$ cat config.mk
export PLATFORM = sky130hd
export DESIGN_NAME = text_console_cursor_writer
export DESIGN_NICKNAME = d
export VERILOG_FILES = /design/src/hw/rtl/tccw_pkg.sv /design/src/hw/rtl/text_console_cursor_writer.sv /design/src/hw/rtl/tccw_engine.sv /design/src/hw/rtl/tccw_rsp_buf.sv
export VERILOG_INCLUDE_DIRS = /design/src /design/src/hw/rtl
export SDC_FILE = /design/constraint.sdc
export NUM_CORES = 1
export LEC_CHECK = 0
export BUFFER_PORTS_ARGS = -buffer_cell sky130_fd_sc_hd__buf_4
export CORE_UTILIZATION = 47
export DETAILED_ROUTE_END_ITERATION = 10
export PLACE_DENSITY_LB_ADDON = 0.12
export REMOVE_ABC_BUFFERS = 1
export SYNTH_ARGS = -nofsm -noshare
export SYNTH_HDL_FRONTEND = slang
export SYNTH_SLANG_ARGS = --single-unit
$ cat constraint.sdc
create_clock -name clock -period 9.15 [get_ports clock]
set_input_delay 0.915 -clock clock [delete_from_list [all_inputs] [get_ports clock]]
set_output_delay 0.915 -clock clock [all_outputs]
set_load 0.01 [all_outputs]
$ cat src/hw/rtl/assert_macros.svh
// ----------------------------------------------------------------------------
// Assertion macros
// Concurrent assertion helpers shared by the cursor engine and the result
// buffer. They compile to nothing when SYNTHESIS is defined.
// ----------------------------------------------------------------------------
`ifndef ASSERT_MACROS_SVH
`define ASSERT_MACROS_SVH

`ifndef SYNTHESIS

`define ASSERT_IMPLIES(label, clk, rst, ante, cons) \
   label: assert property (@(posedge clk) disable iff (rst) (ante) |-> (cons)) \
      else $error("assertion failed");

`define ASSERT_NEVER(label, clk, rst, expr) \
   label: assert property (@(posedge clk) disable iff (rst) !(expr)) \
      else $error("assertion failed");

`else

`define ASSERT_IMPLIES(label, clk, rst, ante, cons)

`define ASSERT_NEVER(label, clk, rst, expr)

`endif

`endif

$ cat src/hw/rtl/tccw_pkg.sv
// ----------------------------------------------------------------------------
// Text console cursor writer package
// Screen geometry, character and result codes, item types, and the address
// helpers used by the cursor engine.
// ----------------------------------------------------------------------------
package tccw_pkg;

   localparam int COLUMNS  = 80;
   localparam int ROWS     = 25;
   localparam int TAB_STOP = 8;

   localparam int ROW_W  = 5;
   localparam int COL_W  = 7;
   localparam int ADDR_W = 11;
   localparam int CHAR_W = 8;
   localparam int ATTR_W = 8;
   localparam int KIND_W = 2;

   localparam logic [ATTR_W-1:0] ATTR_RESET = 8'd240;

   localparam logic [CHAR_W-1:0] CH_TAB       = 8'd9;
   localparam logic [CHAR_W-1:0] CH_NEWLINE   = 8'd10;
   localparam logic [CHAR_W-1:0] CH_BACKSPACE = 8'd127;
   localparam logic [CHAR_W-1:0] CH_SPACE     = 8'd32;

   localparam logic [KIND_W-1:0] KIND_CURSOR = 2'd0;
   localparam logic [KIND_W-1:0] KIND_CELL   = 2'd1;
   localparam logic [KIND_W-1:0] KIND_CLEAR  = 2'd2;

   localparam logic MODE_PUT_CHAR = 1'b0;
   localparam logic MODE_SET_POS  = 1'b1;

   typedef struct packed {
      logic              mode;
      logic [CHAR_W-1:0] char_code;
      logic [ROW_W-1:0]  new_row;
      logic [COL_W-1:0]  new_col;
   } req_item_type;

   typedef struct packed {
      logic [KIND_W-1:0] kind;
      logic [ADDR_W-1:0] cell_addr;
      logic [CHAR_W-1:0] cell_char;
      logic [ATTR_W-1:0] cell_attr;
      logic [ADDR_W-1:0] cursor_addr;
      logic [ROW_W-1:0]  start_row;
      logic              last;
   } rsp_item_type;

   typedef struct packed {
      rsp_item_type first;
      rsp_item_type second;
      logic         two;
   } result_pair_type;

   function automatic logic [ROW_W-1:0] phys_row(input logic [ROW_W-1:0] top,
                                                 input logic [ROW_W-1:0] row);
      logic [ROW_W:0] sum;
      sum = {1'b0, top} + {1'b0, row};
      if (sum >= (ROW_W+1)'(ROWS)) begin
         sum = sum - (ROW_W+1)'(ROWS);
      end
      return sum[ROW_W-1:0];
   endfunction

   function automatic logic [ADDR_W-1:0] cell_index(input logic [ROW_W-1:0] prow,
                                                    input logic [COL_W-1:0] col);
      return ADDR_W'(prow) * ADDR_W'(COLUMNS) + ADDR_W'(col);
   endfunction

endpackage

$ cat src/hw/rtl/text_console_cursor_writer.sv
// ----------------------------------------------------------------------------
// Text console cursor writer
// Interprets character and cursor items for an 80x25 ring-scrolled text
// screen and issues cell writes, row clears and cursor updates.
// ----------------------------------------------------------------------------
// An item goes into an input register, is worked out in one combinational
// pass by the cursor engine and lands in a two-entry result register, from
// which its first result is handed out. For items that give one result (a
// cursor update or a single cell write), a new item can be accepted every
// cycle while results are taken; a printable character that scrolls gives a
// cell write and a row clear, handed out one per cycle while results are
// taken. Scrolling only moves the ring start row and clears the new bottom
// row. The attribute register must be written through the csr port only
// while the block is idle; the block itself does not enforce this.

module text_console_cursor_writer
   import tccw_pkg::*;
(
   input  logic                clock,
   input  logic                reset,
   input  logic                req_valid,
   output logic                req_stall,
   input  logic                req_mode,
   input  logic [CHAR_W-1:0]   req_char_code,
   input  logic [ROW_W-1:0]    req_new_row,
   input  logic [COL_W-1:0]    req_new_col,
   output logic                rsp_valid,
   input  logic                rsp_stall,
   output logic [KIND_W-1:0]   rsp_kind,
   output logic [ADDR_W-1:0]   rsp_cell_addr,
   output logic [CHAR_W-1:0]   rsp_cell_char,
   output logic [ATTR_W-1:0]   rsp_cell_attr,
   output logic [ADDR_W-1:0]   rsp_cursor_addr,
   output logic [ROW_W-1:0]    rsp_start_row,
   output logic                rsp_last,
   input  logic                csr_valid,
   output logic                csr_ready,
   input  logic [ATTR_W-1:0]   csr_text_attribute
);

   logic            in_valid_ff, in_valid_in;
   req_item_type    in_item_ff, in_item_in;
   logic [ATTR_W-1:0] attr_ff, attr_in;
   logic            can_take;
   logic            advance;
   logic            req_take;
   result_pair_type pair;
   rsp_item_type    rsp_item;

   assign advance   = in_valid_ff && can_take;
   assign req_stall = in_valid_ff && !can_take;
   assign req_take  = req_valid && !req_stall;
   assign csr_ready = 1'b1;

   always_comb begin
      in_valid_in = in_valid_ff;
      in_item_in  = in_item_ff;
      attr_in     = attr_ff;
      if (advance) begin
         in_valid_in = 1'b0;
      end
      if (req_take) begin
         in_valid_in = 1'b1;
         in_item_in  = '{mode: req_mode, char_code: req_char_code,
                         new_row: req_new_row, new_col: req_new_col};
      end
      if (csr_valid && csr_ready) begin
         attr_in = csr_text_attribute;
      end
   end

   always_ff @(posedge clock) begin
      if (reset) begin
         in_valid_ff <= 1'b0;
         attr_ff     <= ATTR_RESET;
      end else begin
         in_valid_ff <= in_valid_in;
         attr_ff     <= attr_in;
      end
   end

   always_ff @(posedge clock) begin
      in_item_ff <= in_item_in;
   end

   tccw_engine u_engine (
      .clock   (clock),
      .reset   (reset),
      .item    (in_item_ff),
      .advance (advance),
      .attr    (attr_ff),
      .results (pair)
   );

   tccw_rsp_buf u_rsp_buf (
      .clock     (clock),
      .reset     (reset),
      .push      (advance),
      .pair      (pair),
      .can_take  (can_take),
      .rsp_valid (rsp_valid),
      .rsp_stall (rsp_stall),
      .rsp_item  (rsp_item)
   );

   assign rsp_kind        = rsp_item.kind;
   assign rsp_cell_addr   = rsp_item.cell_addr;
   assign rsp_cell_char   = rsp_item.cell_char;
   assign rsp_cell_attr   = rsp_item.cell_attr;
   assign rsp_cursor_addr = rsp_item.cursor_addr;
   assign rsp_start_row   = rsp_item.start_row;
   assign rsp_last        = rsp_item.last;

endmodule

$ cat src/hw/rtl/tccw_engine.sv
// ----------------------------------------------------------------------------
// Cursor engine
// Holds the cursor and ring offset and turns one registered item into its
// one or two results in a single combinational pass.
// ----------------------------------------------------------------------------
`include "assert_macros.svh"

module tccw_engine
   import tccw_pkg::*;
(
   input  logic            clock,
   input  logic            reset,
   input  req_item_type    item,
   input  logic            advance,
   input  logic [ATTR_W-1:0] attr,
   output result_pair_type results
);

   logic [ROW_W-1:0] row_ff, row_in;
   logic [COL_W-1:0] col_ff, col_in;
   logic [ROW_W-1:0] top_ff, top_in;

   logic [COL_W-1:0] tab_q;
   logic [COL_W:0]   tab_col;
   logic [COL_W:0]   col_inc;
   logic [ROW_W-1:0] top_next;
   logic             new_line;
   logic             scroll;
   logic             scroll_taken;
   logic             write_cell;
   logic [ROW_W-1:0] wr_row;
   logic [COL_W-1:0] wr_col;
   logic [CHAR_W-1:0] wr_char;
   logic [ADDR_W-1:0] wr_addr;
   logic [ADDR_W-1:0] clr_addr;
   logic [ADDR_W-1:0] cur_addr;
   rsp_item_type     cell_res;
   rsp_item_type     clr_res;
   rsp_item_type     cur_res;

   assign tab_q    = COL_W'(col_ff / COL_W'(TAB_STOP));
   assign tab_col  = (COL_W+1)'(({1'b0, tab_q} + (COL_W+1)'(1)) * (COL_W+1)'(TAB_STOP));
   assign col_inc  = {1'b0, col_ff} + (COL_W+1)'(1);
   assign top_next = phys_row(top_ff, ROW_W'(1));

   always_comb begin
      row_in     = row_ff;
      col_in     = col_ff;
      top_in     = top_ff;
      new_line   = 1'b0;
      scroll     = 1'b0;
      write_cell = 1'b0;
      wr_row     = row_ff;
      wr_col     = col_ff;
      wr_char    = item.char_code;
      if (item.mode == MODE_SET_POS) begin
         row_in = (item.new_row < ROW_W'(ROWS)) ? item.new_row : ROW_W'(ROWS - 1);
         col_in = (item.new_col < COL_W'(COLUMNS)) ? item.new_col : COL_W'(COLUMNS - 1);
      end else begin
         case (item.char_code)
            CH_TAB: begin
               if (tab_col >= (COL_W+1)'(COLUMNS)) begin
                  new_line = 1'b1;
               end else begin
                  col_in = tab_col[COL_W-1:0];
               end
            end
            CH_NEWLINE: begin
               new_line = 1'b1;
            end
            CH_BACKSPACE: begin
               wr_char = CH_SPACE;
               if (col_ff != '0) begin
                  col_in     = col_ff - COL_W'(1);
                  write_cell = 1'b1;
               end else if (row_ff != '0) begin
                  row_in     = row_ff - ROW_W'(1);
                  col_in     = COL_W'(COLUMNS - 1);
                  write_cell = 1'b1;
               end
               wr_row = row_in;
               wr_col = col_in;
            end
            default: begin
               write_cell = 1'b1;
               if (col_inc >= (COL_W+1)'(COLUMNS)) begin
                  new_line = 1'b1;
               end else begin
                  col_in = col_inc[COL_W-1:0];
               end
            end
         endcase
         if (new_line) begin
            col_in = '0;
            if (row_ff >= ROW_W'(ROWS - 1)) begin
               row_in = ROW_W'(ROWS - 1);
               top_in = top_next;
               scroll = 1'b1;
            end else begin
               row_in = row_ff + ROW_W'(1);
            end
         end
      end
   end

   assign scroll_taken = advance && scroll;

   assign wr_addr  = cell_index(phys_row(top_ff, wr_row), wr_col);
   assign clr_addr = cell_index(phys_row(top_in, ROW_W'(ROWS - 1)), '0);
   assign cur_addr = cell_index(phys_row(top_in, row_in), col_in);

   always_comb begin
      cell_res = '{kind: KIND_CELL, cell_addr: wr_addr, cell_char: wr_char,
                   cell_attr: attr, cursor_addr: cur_addr, start_row: top_in,
                   last: !scroll};
      clr_res  = '{kind: KIND_CLEAR, cell_addr: clr_addr, cell_char: CH_SPACE,
                   cell_attr: attr, cursor_addr: cur_addr, start_row: top_in,
                   last: 1'b1};
      cur_res  = '{kind: KIND_CURSOR, cell_addr: '0, cell_char: '0, cell_attr: '0,
                   cursor_addr: cur_addr, start_row: top_in, last: 1'b1};
      results.second = clr_res;
      results.two    = write_cell && scroll;
      if (write_cell) begin
         results.first = cell_res;
      end else if (scroll) begin
         results.first = clr_res;
      end else begin
         results.first = cur_res;
      end
   end

   always_ff @(posedge clock) begin
      if (reset) begin
         row_ff <= '0;
         col_ff <= '0;
         top_ff <= '0;
      end else if (advance) begin
         row_ff <= row_in;
         col_ff <= col_in;
         top_ff <= top_in;
      end
   end

   `ASSERT_NEVER(a_row_range, clock, reset, row_ff >= ROW_W'(ROWS))
   `ASSERT_NEVER(a_col_range, clock, reset, col_ff >= COL_W'(COLUMNS))
   `ASSERT_IMPLIES(a_top_step, clock, reset, $past(scroll_taken), top_ff == $past(top_next))

endmodule

$ cat src/hw/rtl/tccw_rsp_buf.sv
// ----------------------------------------------------------------------------
// Result buffer
// Two-entry result register that takes the results of one item at once and
// hands them out one per handshake.
// ----------------------------------------------------------------------------
`include "assert_macros.svh"

module tccw_rsp_buf
   import tccw_pkg::*;
(
   input  logic            clock,
   input  logic            reset,
   input  logic            push,
   input  result_pair_type pair,
   output logic            can_take,
   output logic            rsp_valid,
   input  logic            rsp_stall,
   output rsp_item_type    rsp_item
);

   rsp_item_type slot0_ff, slot0_in;
   rsp_item_type slot1_ff, slot1_in;
   logic [1:0]   count_ff, count_in;
   logic         pop;

   assign rsp_valid = (count_ff != 2'd0);
   assign pop       = rsp_valid && !rsp_stall;
   assign can_take  = (count_ff == 2'd0) || ((count_ff == 2'd1) && pop);
   assign rsp_item  = slot0_ff;

   always_comb begin
      slot0_in = slot0_ff;
      slot1_in = slot1_ff;
      count_in = count_ff;
      if (push) begin
         slot0_in = pair.first;
         slot1_in = pair.second;
         count_in = pair.two ? 2'd2 : 2'd1;
      end else if (pop) begin
         slot0_in = slot1_ff;
         count_in = count_ff - 2'd1;
      end
   end

   always_ff @(posedge clock) begin
      if (reset) begin
         count_ff <= 2'd0;
      end else begin
         count_ff <= count_in;
      end
   end

   always_ff @(posedge clock) begin
      slot0_ff <= slot0_in;
      slot1_ff <= slot1_in;
   end

   `ASSERT_NEVER(a_count_range, clock, reset, count_ff == 2'd3)
   `ASSERT_IMPLIES(a_first_not_last, clock, reset, count_ff == 2'd2, !slot0_ff.last && slot1_ff.last)
   `ASSERT_IMPLIES(a_single_last, clock, reset, count_ff == 2'd1, slot0_ff.last)

endmodule

== Word-level counts from Yosys, hierarchy flattened ==
Index checks and enable logic that the tools add are counted.

* Register bits after elaboration: 126
* Input port bits: 34
* Output and inout port bits: 49
* Word-level logic and storage cells: 118

* Add/sub/neg operators: 16
* Multiply operators: 3
* Magnitude comparators: 9
* Eq/ne operators: 4
* Muxes and demuxes: 47
* Reductions and logical operators: 18

{| class="wikitable"
|+ Operators by type and width
! operator !! count
|-
| 2-to-1 mux 46 bit || 4
|-
| 2-to-1 mux 5 bit || 15
|-
| 2-to-1 mux 7 bit || 9
|-
| greater-or-equal comparator 6 x 5 -> 1 bit (second input constant) || 4
|-
| adder 11 x 7 -> 11 bit || 2
|-
| multiplier 5 x 3 -> 7 bit (second input constant) || 3
|-
| case mux 7 bit (3 select lines) || 1
|-
| subtractor 5 bit (second input constant) || 4
|-
| == test 8 x 4 -> 1 bit (second input constant) || 2
|-
| greater-or-equal comparator 8 x 7 -> 1 bit (second input constant) || 2
|-
| 2-to-1 mux 8 bit || 2
|-
| adder 5 x 5 -> 6 bit || 2
|-
| 2-to-1 mux 1 bit || 11
|-
| adder 7 x 1 -> 8 bit (second input constant) || 1
|-
| == test 8 x 7 -> 1 bit (second input constant) || 1
|-
| less-than comparator 7 bit (second input constant) || 1
|-
| nonzero test 7 bit || 1
|-
| subtractor 7 x 1 -> 7 bit (second input constant) || 1
|-
| adder 5 x 1 -> 6 bit (second input constant) || 1
|-
| adder 5 x 5 -> 6 bit (second input constant) || 1
|-
| logical AND 1 bit || 6
|-
| 2-to-1 mux 2 bit || 3
|-
| nonzero test 2 bit || 3
|-
| adder 4 x 1 -> 5 bit (second input constant) || 1
|-
| other kinds (13) || 16
|}

== Longest topological paths before layout ==
* Depth after elaboration: 15
* Depth in mapped cells: 30
* Mapped depth without buffers: 28

== Cells and area by module ==
Synthesis repeated with hierarchy kept, for this count alone.

* Cell total of the unflattened synthesis: 853
* Area total of the unflattened synthesis: 9,033.7 um^2

{| class="wikitable"
|+ Modules (own cells, without submodules)
! module !! times used !! cells each !! area each (um^2) !! sequential area each (um^2)
|-
| tccw_engine || 1 || 636 || 4,576.9 || 340.3
|-
| tccw_rsp_buf || 1 || 163 || 3,467.1 || 2,802.7
|-
| text_console_cursor_writer || 1 || 54 || 989.7 || 810.8
|}

== Worst setup path after synthesis ==
No wires, ideal clock.

* Path type: register to register
* Start: reg u_engine.col_ff[4]
* End: reg u_rsp_buf.slot0_ff (netlist bit u_rsp_buf.rsp_item[16]), data pin
* Setup time: 0.260 ns
* Arrival time: 6.300 ns
* Required time: 8.890 ns
* Slack: 2.590 ns
* Cell stages (with the launch flop): 31
* Buffers on the path: 2
* Period minus slack after synthesis: 6.560 ns
* Cell sequence: dfxtp_1 -> clkbuf_1 -> inv_1 -> ha_1 -> nor2_1 -> o21ai_0 -> a21oi_4 -> a311o_4 -> buf_6 -> or4_4 -> xnor2_4 -> inv_4 -> ha_1 -> inv_1 -> fa_1 -> ha_1 -> nand2_1 -> nor2_1 -> a2111o_1 -> o211ai_1 -> and3_1 -> xnor2_1 -> inv_1 -> ha_1 -> fa_1 -> xor2_1 -> nand2_1 -> nor2_1 -> xnor2_1 -> xnor2_1 -> mux2_2

{| class="wikitable"
|+ RTL lines
! item !! RTL line !! RTL
|-
| from (decl) || tccw_engine.sv:20 || <nowiki>logic [COL_W-1:0] col_ff, col_in;</nowiki>
|-
| from (signal assigned) || tccw_engine.sv:139 || <nowiki>col_ff <= col_in;</nowiki>
|-
| to (signal assigned) || tccw_rsp_buf.sv:54 || <nowiki>slot0_ff <= slot0_in;</nowiki>
|-
| to (decl) || tccw_rsp_buf.sv:21 || <nowiki>rsp_item_type slot0_ff, slot0_in;</nowiki>
|}

==> results.py <==
metrics = {
    "sta": {
        "slew_headroom_pct": 29.2,
        "final-setup-viol-count": 0,
        "worst_clock_skew_ps": 10.3,
        "final.min_clock_period_ps": 7210,
        "finalHoldViolations": 0,
        "max_slew_violation_count": 0,
        "rsz0062_at_grt": "false",
        "fin_tns_setup_ps": 0,
        "maxClockFrequency_ghz": 0.139,
        "fin_crit_sh_pct": 78.8,
        "tightestPinTransition_ps": 1060,
    },
    "logic_synthesis": {
        "synth.yosys.seq_area_share_pct": 45.5,
        "flip_flop_and_latch_count_after_synthesis": 126,
        "synthDistinctLibCells": 84,
        "synth_area_sq_um": 7690,
        "postSynth.asyncResetShare_pct": 0,
        "yosys_warnings": 0,
        "synth_enable_flop_cells": 98,
        "yosysTopAreaCell": "sky130_fd_sc_hd__edfxtp_1",
        "post_synth.cell_area_avg_sq_um": 10.1,
        "synth.top_cells.by_area": "sky130_fd_sc_hd__edfxtp_1 (38%), sky130_fd_sc_hd__ha_1 (8.9%), sky130_fd_sc_hd__dfxtp_1 (7.3%), sky130_fd_sc_hd__nand2_1 (4.8%), sky130_fd_sc_hd__nor2_1 (3.4%)",
        "synth_top_cell_area_share_pct": 38.3,
        "postSynthCellCount": 762,
        "postSynth.topFlopCell": "sky130_fd_sc_hd__edfxtp_1",
    },
    "power_and_ir_drop": {
        "power.static_leakage_nw": 3.74,
        "max-vdd-ir-drop_mv": 0.124,
        "pwr-share-seq_pct": 37.5,
        "power.density_cell_area_nw_per_um2": 234,
        "net-switching-power_mw": 0.717,
        "share_of_total_power_consumed_by_net_switching_pct": 33.8,
        "design_power_total_mw": 2.12,
        "clock_power_share_pct": 32.1,
        "power.combinational.fraction_pct": 30.4,
        "p_int_mw": 1.40,
    },
    "clocking": {
        "clockBufferDepth": 2,
        "hold_buffers": 0,
        "postCtsSetupBuffers": 0,
        "clock_insertion_delay_at_the_later_pin_of_the_skew_report_ps": 430,
        "numCtsBuffers": 17,
        "cts_resized": 0,
        "clock_slew_at_reported_path_ffs_ps": 60,
        "htree_num_levels": 4,
        "tritoncts_num_sinks": 126,
        "cts_root_buffer": "sky130_fd_sc_hd__clkbuf_16",
        "clock_tree_from_tritoncts": "yes",
    },
    "floorplan": {
        "die_y_um": 130,
        "row_count": 46,
        "design.die.area_sq_um": 16900,
        "dieWidth_um": 130,
        "core_ar_sq_um": 15900,
        "floorplan.initialDensity_pct": 48.2,
        "top_level_ports": 83,
    },
    "worst_setup_path": {
        "timing.critical_path.arrival_ps": 7380,
        "critical_path.max_fanout": 14,
        "crit_path_start_kind": "register",
        "critPathKind": "register to register",
        "worst_setup_path_end_kind": "register",
        "worst-endpoint-required_ps": 9320,
    },
    "final_layout": {
        "antennaDiodeCount": 0,
        "finalCoreUtilization_pct": 56.8,
        "nets": 928,
        "layout-drive-gt1-share_pct": 18.0,
        "area_delta_synth_final_pct": 17.7,
        "nFillCells": 1394,
    },
    "min_path": {
        "worst_hold_path_type": "register to register",
    },
    "placed_design": {
        "dp_hpwl_um": 13800,
        "gp_congestion": 0.850,
        "buffer_ports.inserted": 81,
    },
    "global_routing": {
        "grt_max_degree": 48,
        "grt_usage_pct": 23.7,
        "overflow": 0,
        "grt_pass1_wl_um": 30300,
        "antenna_found_initial": 0,
        "number_of_global_route_vias_before_repair": 5855,
    },
    "detailed_routing": {
        "drt_pre_antenna_iters": 5,
        "drt-total-wl_um": 18800,
        "routed-via-count": 5972,
        "drt-wirelength-per-cell_um": 17.7,
        "route.detailed.vias_per_inst": 5.63,
        "first_iter_violations": 327,
        "antenna_left": 0,
        "drc_errors": 0,
    },
    "run": {
        "timing.max_cap.violations": 0,
    },
    "status": {
        "status": "finished clean",
    },
}
-- layer usage --
layer / GRT usage [%] / vias to the layer above / wire, um
met5: 0 / - / 0
met4: 9.64 / 0 / 275
met1: 30.5 / 2914 / 8400
met2: 39.9 / 133 / 9470
met3: 3.61 / 22 / 666
li1: - / 2903 / -
-- power groups by stage --
stage          Combinational, mW  Clock, mW  Sequential (mW)
2_1_floorplan              0.414          0            0.818
3_3_place_gp               0.625          0            0.803
3_5_place_dp               0.643          0            0.806
4_1_cts                    0.650      0.694            0.795
5_1_grt                    0.717      0.716            0.806
6_report                   0.645      0.680            0.795
-- final cells by class --
cell class              instances  area [sq um]  area share (%)
multi-input cells             555          3860            42.7
flip-flops and latches        126          3500            38.7
repair buffers                 86           646            7.13
clock buffers                  17           425            4.70
well taps                     216           270            2.99
inverters                      46           175            1.94
clock inverters                15           170            1.88
-- cells by family after synthesis --
logic type	after synthesis	share of synthesized area [%]
and+or+nand+nor	261	16.2
AOI/OAI and AO/OA	167	15.3
DFF	126	45.5
buffers and inverters	81	4.25
adders and majority gates	62	10.8
xor gates and xnor gates	45	5.37
muxes	19	2.55
other	1	0.0487
-- cell usage after synthesis, types with 4 or more instances --
cell	instances
sky130_fd_sc_hd__edfxtp_1	98
sky130_fd_sc_hd__nand2_1	98
sky130_fd_sc_hd__nor2_1	70
sky130_fd_sc_hd__ha_1	55
sky130_fd_sc_hd__inv_1	44
sky130_fd_sc_hd__a21oi_1	38
sky130_fd_sc_hd__o21ai_0	33
sky130_fd_sc_hd__dfxtp_1	28
sky130_fd_sc_hd__xnor2_1	28
sky130_fd_sc_hd__clkbuf_1	25
sky130_fd_sc_hd__nand3_1	16
sky130_fd_sc_hd__xor2_1	16
sky130_fd_sc_hd__mux2i_1	14
sky130_fd_sc_hd__nor3_1	14
sky130_fd_sc_hd__a21o_1	11
sky130_fd_sc_hd__a22o_1	11
sky130_fd_sc_hd__a31oi_1	11
sky130_fd_sc_hd__and3_1	11
sky130_fd_sc_hd__a211oi_1	10
sky130_fd_sc_hd__nor2b_1	9
sky130_fd_sc_hd__fa_1	7
sky130_fd_sc_hd__nor3b_1	6
sky130_fd_sc_hd__a221oi_1	5
sky130_fd_sc_hd__mux2_2	5
sky130_fd_sc_hd__or2_2	5
sky130_fd_sc_hd__and2_1	4
sky130_fd_sc_hd__nand2b_1	4
-- critical path, stage by stage (launching register included) --
cell and delay (ps):
sky130_fd_sc_hd__dfxtp_1 640, sky130_fd_sc_hd__ha_1 380, sky130_fd_sc_hd__nand4_1 210, sky130_fd_sc_hd__o21ai_0 140, sky130_fd_sc_hd__nand2_1 180, sky130_fd_sc_hd__a311o_4 560
sky130_fd_sc_hd__or4_4 600, sky130_fd_sc_hd__xnor2_4 260, sky130_fd_sc_hd__inv_4 90, sky130_fd_sc_hd__ha_1 220, sky130_fd_sc_hd__inv_1 70, sky130_fd_sc_hd__fa_1 490
sky130_fd_sc_hd__ha_1 260, sky130_fd_sc_hd__nand2_1 80, sky130_fd_sc_hd__nor2_1 40, sky130_fd_sc_hd__a2111o_1 270, sky130_fd_sc_hd__o211ai_1 240, sky130_fd_sc_hd__and3_1 250
sky130_fd_sc_hd__xnor2_1 150, sky130_fd_sc_hd__inv_1 70, sky130_fd_sc_hd__ha_1 340, sky130_fd_sc_hd__fa_1 450, sky130_fd_sc_hd__xor2_1 250, sky130_fd_sc_hd__nand2_1 80
sky130_fd_sc_hd__nor2_1 120, sky130_fd_sc_hd__xnor2_1 140, sky130_fd_sc_hd__xnor2_1 90, sky130_fd_sc_hd__mux2_2 260
-- metrics by stage --
stage,instance area (sq um),hold slack (ps),setup WS (ps),std cells
after floorplan,7540,430,2640,727
after global placement,8460,442,2130,1029
after detailed placement,8460,450,1990,1029
after CTS,9050,465,1960,1061
after global routing,9050,474,1430,1061
final,9050,464,1940,1061
-- registers in the layout (all words and copies together), names as in the netlist --
name and count:
u_rsp_buf.rsp_item 46, u_rsp_buf.slot1_ff 31, in_item_ff 21, attr_ff 8, u_engine.col_ff 7, u_engine.row_ff 5
u_engine.top_ff 5, u_rsp_buf.count_ff 2, in_valid_ff 1
-- final timing paths --
kind	startpoint	to	slack, ps	cells after the start
worst min-delay path	attr_ff[6]	u_rsp_buf.slot1_ff[23]	460	0
worst max register to register	u_engine.col_ff[3]	u_rsp_buf.rsp_item[16]	1940	27
worst max-delay path	u_engine.col_ff[3]	u_rsp_buf.rsp_item[16]	1940	27
worst min register to register	attr_ff[6]	u_rsp_buf.slot1_ff[23]	460	0
-- cells in the final DEF (no fill, tap or decap), types with 4 or more instances in the layout --
cell / Yosys / layout
sky130_fd_sc_hd__xor2_1: 16 / 16
sky130_fd_sc_hd__a221oi_1: 5 / 5
sky130_fd_sc_hd__mux2i_1: 14 / 14
sky130_fd_sc_hd__a21oi_1: 38 / 38
sky130_fd_sc_hd__mux2_2: 5 / 5
sky130_fd_sc_hd__a211oi_1: 10 / 10
sky130_fd_sc_hd__and2_1: 4 / 4
sky130_fd_sc_hd__dfxtp_1: 28 / 28
sky130_fd_sc_hd__nand3_1: 16 / 16
sky130_fd_sc_hd__clkbuf_16: 0 / 17
sky130_fd_sc_hd__ha_1: 55 / 55
sky130_fd_sc_hd__or2_2: 5 / 5
sky130_fd_sc_hd__nand2b_1: 4 / 4
sky130_fd_sc_hd__inv_1: 44 / 43
sky130_fd_sc_hd__nor3_1: 14 / 14
sky130_fd_sc_hd__nor3b_1: 6 / 6
sky130_fd_sc_hd__nor2b_1: 9 / 9
sky130_fd_sc_hd__and3_1: 11 / 11
sky130_fd_sc_hd__nor2_1: 70 / 70
sky130_fd_sc_hd__a31oi_1: 11 / 11
sky130_fd_sc_hd__xnor2_1: 28 / 28
sky130_fd_sc_hd__a22o_1: 11 / 11
sky130_fd_sc_hd__fa_1: 7 / 7
sky130_fd_sc_hd__inv_8: 0 / 5
sky130_fd_sc_hd__nand2_1: 98 / 98
sky130_fd_sc_hd__a21o_1: 11 / 11
sky130_fd_sc_hd__o21ai_0: 33 / 33
sky130_fd_sc_hd__buf_4: 2 / 86
sky130_fd_sc_hd__inv_6: 0 / 4
sky130_fd_sc_hd__edfxtp_1: 98 / 98
Power figures use the tool's default switching activity.
